**src/hdl/pru_pkg.sv**
```systemverilog
package pru_pkg;

	// item codes on the input channel
	localparam logic CMD_HEADER = 1'b0;
	localparam logic CMD_PIXEL  = 1'b1;

	// configuration register indexes
	localparam logic REG_ROW_WIDTH    = 1'b0;
	localparam logic REG_IMAGE_HEIGHT = 1'b1;

	localparam int unsigned CFG_DATA_W = 16;
	localparam logic [7:0] FILTER_MAX = 8'd4;

	typedef enum logic [2:0] {
		FILT_NONE,
		FILT_SUB,
		FILT_UP,
		FILT_AVG,
		FILT_PAETH
	} filter_t;

	// four channel bytes, channel 0 (red) in the low byte
	typedef logic [3:0][7:0] pixel_t;

	// paeth predictor on one channel byte
	function automatic logic [7:0] paeth(input logic [7:0] a, input logic [7:0] b,
			input logic [7:0] c);
		logic signed [9:0] pa;
		logic signed [9:0] pb;
		logic signed [9:0] pc;
		logic [7:0] sel;
		pa = $signed({2'b00, b}) - $signed({2'b00, c});
		pb = $signed({2'b00, a}) - $signed({2'b00, c});
		pc = pa + pb;
		if (pa < 0) pa = -pa;
		if (pb < 0) pb = -pb;
		if (pc < 0) pc = -pc;
		if (pa <= pb && pa <= pc) sel = a;
		else if (pb <= pc) sel = b;
		else sel = c;
		return sel;
	endfunction

endpackage

```
**src/hdl/pru_recon.sv**
```systemverilog
module pru_recon (
	input  pru_pkg::filter_t filt,
	input  pru_pkg::pixel_t  filtered,
	input  pru_pkg::pixel_t  left,
	input  pru_pkg::pixel_t  above,
	input  pru_pkg::pixel_t  upper_left,
	output pru_pkg::pixel_t  result
);

	// per-channel prediction and modulo-256 add
	always_comb begin
		logic [7:0] pred;
		logic [8:0] sum;
		result = '0;
		for (int k = 0; k < 4; k++) begin
			sum = {1'b0, left[k]} + {1'b0, above[k]};
			case (filt)
				pru_pkg::FILT_SUB:   pred = left[k];
				pru_pkg::FILT_UP:    pred = above[k];
				pru_pkg::FILT_AVG:   pred = sum[8:1];
				pru_pkg::FILT_PAETH: pred = pru_pkg::paeth(left[k], above[k], upper_left[k]);
				default:             pred = 8'd0;
			endcase
			result[k] = filtered[k] + pred;
		end
	end

endmodule

```
**config.mk**
```make
export PLATFORM = sky130hd
export DESIGN_NAME = pru_recon
export DESIGN_NICKNAME = d
export VERILOG_FILES = /design/src/hdl/pru_pkg.sv /design/src/hdl/pru_recon.sv
export SDC_FILE = /design/constraint.sdc
export NUM_CORES = 1
export LEC_CHECK = 0
export BUFFER_PORTS_ARGS = -buffer_cell sky130_fd_sc_hd__buf_2
export CORE_ASPECT_RATIO = 1.2
export CORE_UTILIZATION = 40
export DETAILED_ROUTE_END_ITERATION = 10
export GPL_TIMING_DRIVEN = 0
export MAX_ROUTING_LAYER = met4
export PLACE_DENSITY = 0.58
export SLEW_MARGIN = 20
export SYNTH_ARGS = -nofsm -noshare
export SYNTH_HDL_FRONTEND = slang
export SYNTH_SLANG_ARGS = --single-unit
```
**constraint.sdc**
```tcl
create_clock -name vclk -period 26.5
set_input_delay 2.65 -clock vclk [all_inputs]
set_output_delay 2.65 -clock vclk [all_outputs]
set_load 0.02 [all_outputs]
```
# Word level (Yosys, flattened, before mapping)
# Index checks and enable logic that the tools add are counted.
word_totals:
  word_cells: 100
  input_bits: 131
  latchBits: 0
  out_inout_bits: 32
  ramBits: 0
  ff_bits: 0
  mem_count: 0
  mem_bits_ro: 0
op_classes:
  n_eq_ne: 4
  n_shift: 0
  div_mod_pow: 0
  magnitude_cmp: 24
  mul: 0
  add_sub_neg: 32
  n_mux: 36
  bitwise_logic: 0
  reduce_logical: 4
ops:
  columns: ["operator", "n"]
  rows:
  - ["$mux 10", 24]
  - ["$pmux 8 s4", 4]
  - ["$le 10x10->1", 12]
  - ["$neg 9->10", 8]
  - ["$lt 9x1->1 const B", 8]
  - ["$sub 8x8->9", 8]
  - ["$mux 8", 8]
  - ["$add 9x9->10", 4]
  - ["$lt 10x1->1 const B", 4]
  - ["$neg 10->10", 4]
  - ["$add 8x8->9", 4]
  - ["$add 8x8->8", 4]
  - ["$eq 3x2->1 const B", 2]
  - ["$logic_and 1x1->1", 4]
  - ["$eq 3x1->1 const B", 1]
  - ["$eq 3x3->1 const B", 1]

# Depth between registers and ports, before layout
logic_depth:
  depth_word: 10
  mapped_depth: 38

# Least setup slack after synthesis
# No wires, ideal clock.
synth_path:
  kind: "input-to-output"
  from: "input port above[0] (netlist bit)"
  to: "output port result[7] (netlist bit)"
  required_time_ps: 23850
  arrival_ps: 9749
  stages: 35
  n_path_buf: 0
  setup_slack_ps: 14101
  cell_sequence: "inv_1 > ha_1 > inv_1 > fa_1 > xnor2_1 > inv_1 > ha_1 > nand2_1 > o21ai_0 > a21oi_1 > maj3_1 > maj3_1 > o21bai_1 > xnor2_1 > nand2_1 > or3_1 > ha_1 > inv_1 > a2111oi_0 > a221o_1 > a31oi_1 > mux2_2 > mux2i_1 > o22a_1 > inv_1 > ha_1 > a21o_1 > a21oi_1 > nor2b_1 > o21a_1 > o21ai_0 > nand2b_1 > a21oi_1 > xnor2_1 > xnor2_1"
synth_lines:
  columns: ["element", "line_no", "source"]
  rows:
  - ["start: declaration", "pru_recon.sv:5", "input pru_pkg::pixel_t above,"]
  - ["end: declaration", "pru_recon.sv:7", "output pru_pkg::pixel_t result"]

==> impl_metrics.csv <==
group,metric,value,unit
final_layout,register_area,0,um^2
critical_path,critPathSlowestCell,"a32oi_1",
routing,wirelength,36300,um
die,die_area,30700,um^2
min_path,hold_start,"filtered[24]",
die,die_width,160,um
critical_path,cp_slowest_stage_delay,0.80,ns
final_layout,areaGrowthSynthToFinish,11.6,%
critical_path,crit_path_end_kind,"output pin",
timing,relSlewSlack,27.0,%
die,fp.dieH,192,um
place,io_buffers,162,
timing,period_needed,13.80,ns
min_path,whs_endpoint,"result[24]",
power,power.total,900,uW
global_routing,antenna_found_initial,7,
timing,setup_viol,0,
clocking,post-cts-setup-buffers,0,
power,ir_drop,0.0346,mV
timing,drv_slew,0,
logic_synthesis,synth_commonest_cells,"ha_1 (268), inv_1 (159), a21oi_1 (140), xnor2_1 (134), nor2_1 (133)",
final_layout,stdcell_area,13400,um^2
critical_path,worstPathMaxFanout,10,
global_routing,overflow,0,
die,coreArea,29500,um^2
place,gp_congestion,0.886,
final_layout,fill_cells,3139,
logic_synthesis,yosys.cell_count.top_type,"ha_1",
logic_synthesis,syn_inst,1590,
final_layout,clock_buffers,0,
die,start_util,40.7,%
routing,drt_iter0_drc,489,
power,power_leakage,0.00657,uW
clocking,holdBufCountCts,0,
die,ioPinCount,163,
global_routing,grt_max_degree,11,
timing,hold_viol,0,
logic_synthesis,synth.avg_cell_area,7.55,um^2
timing,max_freq,0.0725,GHz
power,power_density,67.2,nW/um^2
logic_synthesis,ys_seq_area_share,0,%
final_layout,flops_and_latches,0,
logic_synthesis,synth.distinct_cells,82,
timing,rsz0062_at_grt,"false",
outcome,status,"finished clean",
routing,antenna_left,0,
place,placed_area,13400,um^2
critical_path,crit_required,23.85,ns
routing,avgRoutedWirePerCell,16.8,um
job,drv_cap,0,
logic_synthesis,synth_area,12000,um^2
critical_path,worstSetupPathType,"input pin to output pin",
critical_path,cp.arrival,11.15,ns
timing,setup_tns,0,ns
final_layout,final_nets,2188,
routing,dr.pass1.iters,5,
logic_synthesis,yosys.area.top_type,"ha_1",
timing,period_share,52.1,%
global_routing,grt_pass1_wl,58600,um
min_path,whs_path_depth,3,
clocking,cts_resized,0,
critical_path,startpoint_type,"input pin",
timing,max_slew.worst_pin.slew,1.10,ns
final_layout,drive_gt1_share,13.1,%
routing,route.detailed.drc,0,
place,dpl.hpwl,32400,um
logic_synthesis,ys_warn_count,0,
min_path,min_path_type,"input pin to output pin",
routing,vias_per_cell,5.47,
routing,vias,11800,
logic_synthesis,synthTopCellsByArea,"ha_1 (28%), xnor2_1 (9.8%), a21oi_1 (5.8%), inv_1 (5.0%), nor2_1 (4.2%)",
global_routing,grt_pass1_vias,11800,
global_routing,track_usage,24.1,%
logic_synthesis,synth_top_area_share,27.9,%
die,fp-row-count,69,
## routing by layer
layer | vias to the layer above | share of wire (%) | global-route usage [%]
li1 | 6131 | - | -
met1 | 5462 | 45 | 28.5
met2 | 182 | 50 | 44.3
met3 | 54 | 2.1 | 0.842
met4 | 0 | 3.2 | 6.85
met5 | - | 0 | -
## cell usage in the layout (no fill, tap or decap), types with 8 or more instances in the layout
| cell | Yosys | routed |
|---|---|---|
| o21a_1 | 28 | 28 |
| xor2_1 | 57 | 57 |
| o21ai_0 | 82 | 82 |
| o31a_1 | 12 | 12 |
| maj3_2 | 11 | 11 |
| o21bai_1 | 29 | 29 |
| a22oi_1 | 8 | 8 |
| conb_1 | 2 | 16 |
| nand3_1 | 25 | 25 |
| a21oi_1 | 140 | 140 |
| or2_1 | 10 | 10 |
| ha_1 | 268 | 268 |
| and3_1 | 9 | 9 |
| mux2_2 | 17 | 17 |
| nand2_1 | 63 | 63 |
| or3_1 | 13 | 13 |
| xnor2_1 | 134 | 134 |
| nand2b_1 | 21 | 21 |
| nor3_1 | 19 | 19 |
| clkbuf_1 | 22 | 22 |
| a211oi_2 | 8 | 8 |
| a222oi_1 | 16 | 16 |
| inv_1 | 159 | 159 |
| nand4_1 | 16 | 16 |
| mux2i_1 | 32 | 32 |
| a31oi_1 | 9 | 8 |
| buf_2 | 0 | 162 |
| a21o_1 | 55 | 55 |
| nor2b_1 | 35 | 35 |
| nor2_1 | 133 | 133 |
| fa_1 | 20 | 20 |
## report_power, final
group | leakage (uW) | switching (uW) | total (uW) | internal [uW]
registers | 0 | 0 | 0 | 0
clock network | 0.0000000444 | 0 | 0.0000354 | 0.0000353
logic | 0.00657 | 511 | 900 | 388
total | 0.00657 | 511 | 900 | 388
## area by class of cell
class,instances,area [um^2],share of cell area [%]
Inverter,159,597,4.46
Tap cell,390,488,3.64
Antenna cell,7,17.5,0.131
Multi-Input combinational cell,1423,11400,85.0
Buffer,22,82.6,0.616
Timing Repair Buffer,163,818,6.11
## stage by stage
step / setup WS [ns] / hold WS (ns) / cells / utilization [%]
6_report: 12.70 / 5.64 / 2164 / 45.4
5_1_grt: 12.24 / 5.65 / 2164 / 45.4
4_1_cts: 12.79 / 5.64 / 2157 / 45.3
3_5_place_dp: 12.85 / 5.64 / 2157 / 45.3
3_3_place_gp: 12.80 / 5.64 / 2156 / 45.2
2_1_floorplan: 14.10 / 5.51 / 1604 / -
## worst max-delay path by stage
stage / from / end / slack [ns] / cells past startpoint
6_report: left[24] / result[31] / 12.70 / 36
5_1_grt: left[24] / result[31] / 12.24 / 34
4_1_cts: left[24] / result[31] / 12.79 / 34
3_5_place_dp: left[24] / result[31] / 12.85 / 34
3_3_place_gp: above[0] / result[7] / 12.80 / 37
2_1_floorplan: above[0] / result[7] / 14.10 / 35
## cells by family (layout without fill, tap and decap cells)
logic type | count (synthesis) | count (layout) | synth area share [%]
compound gates | 470 | 470 | 26.6
xor+xnor | 196 | 196 | 14.7
fa+ha+maj | 303 | 303 | 32.6
buf+inv | 181 | 344 | 5.66
mux | 49 | 49 | 4.26
other cells | 2 | 23 | 0.0626
simple gates | 389 | 389 | 16.1
## critical path, delay by kind of cell
kind / cells / cell delay (ns)
simple gates: 3 / 0.51
xor+xnor: 4 / 1.04
buf+inv: 6 / 0.95
fa+ha+maj: 7 / 2.11
compound gates: 16 / 3.90
(Power assumes the default switching activity.)
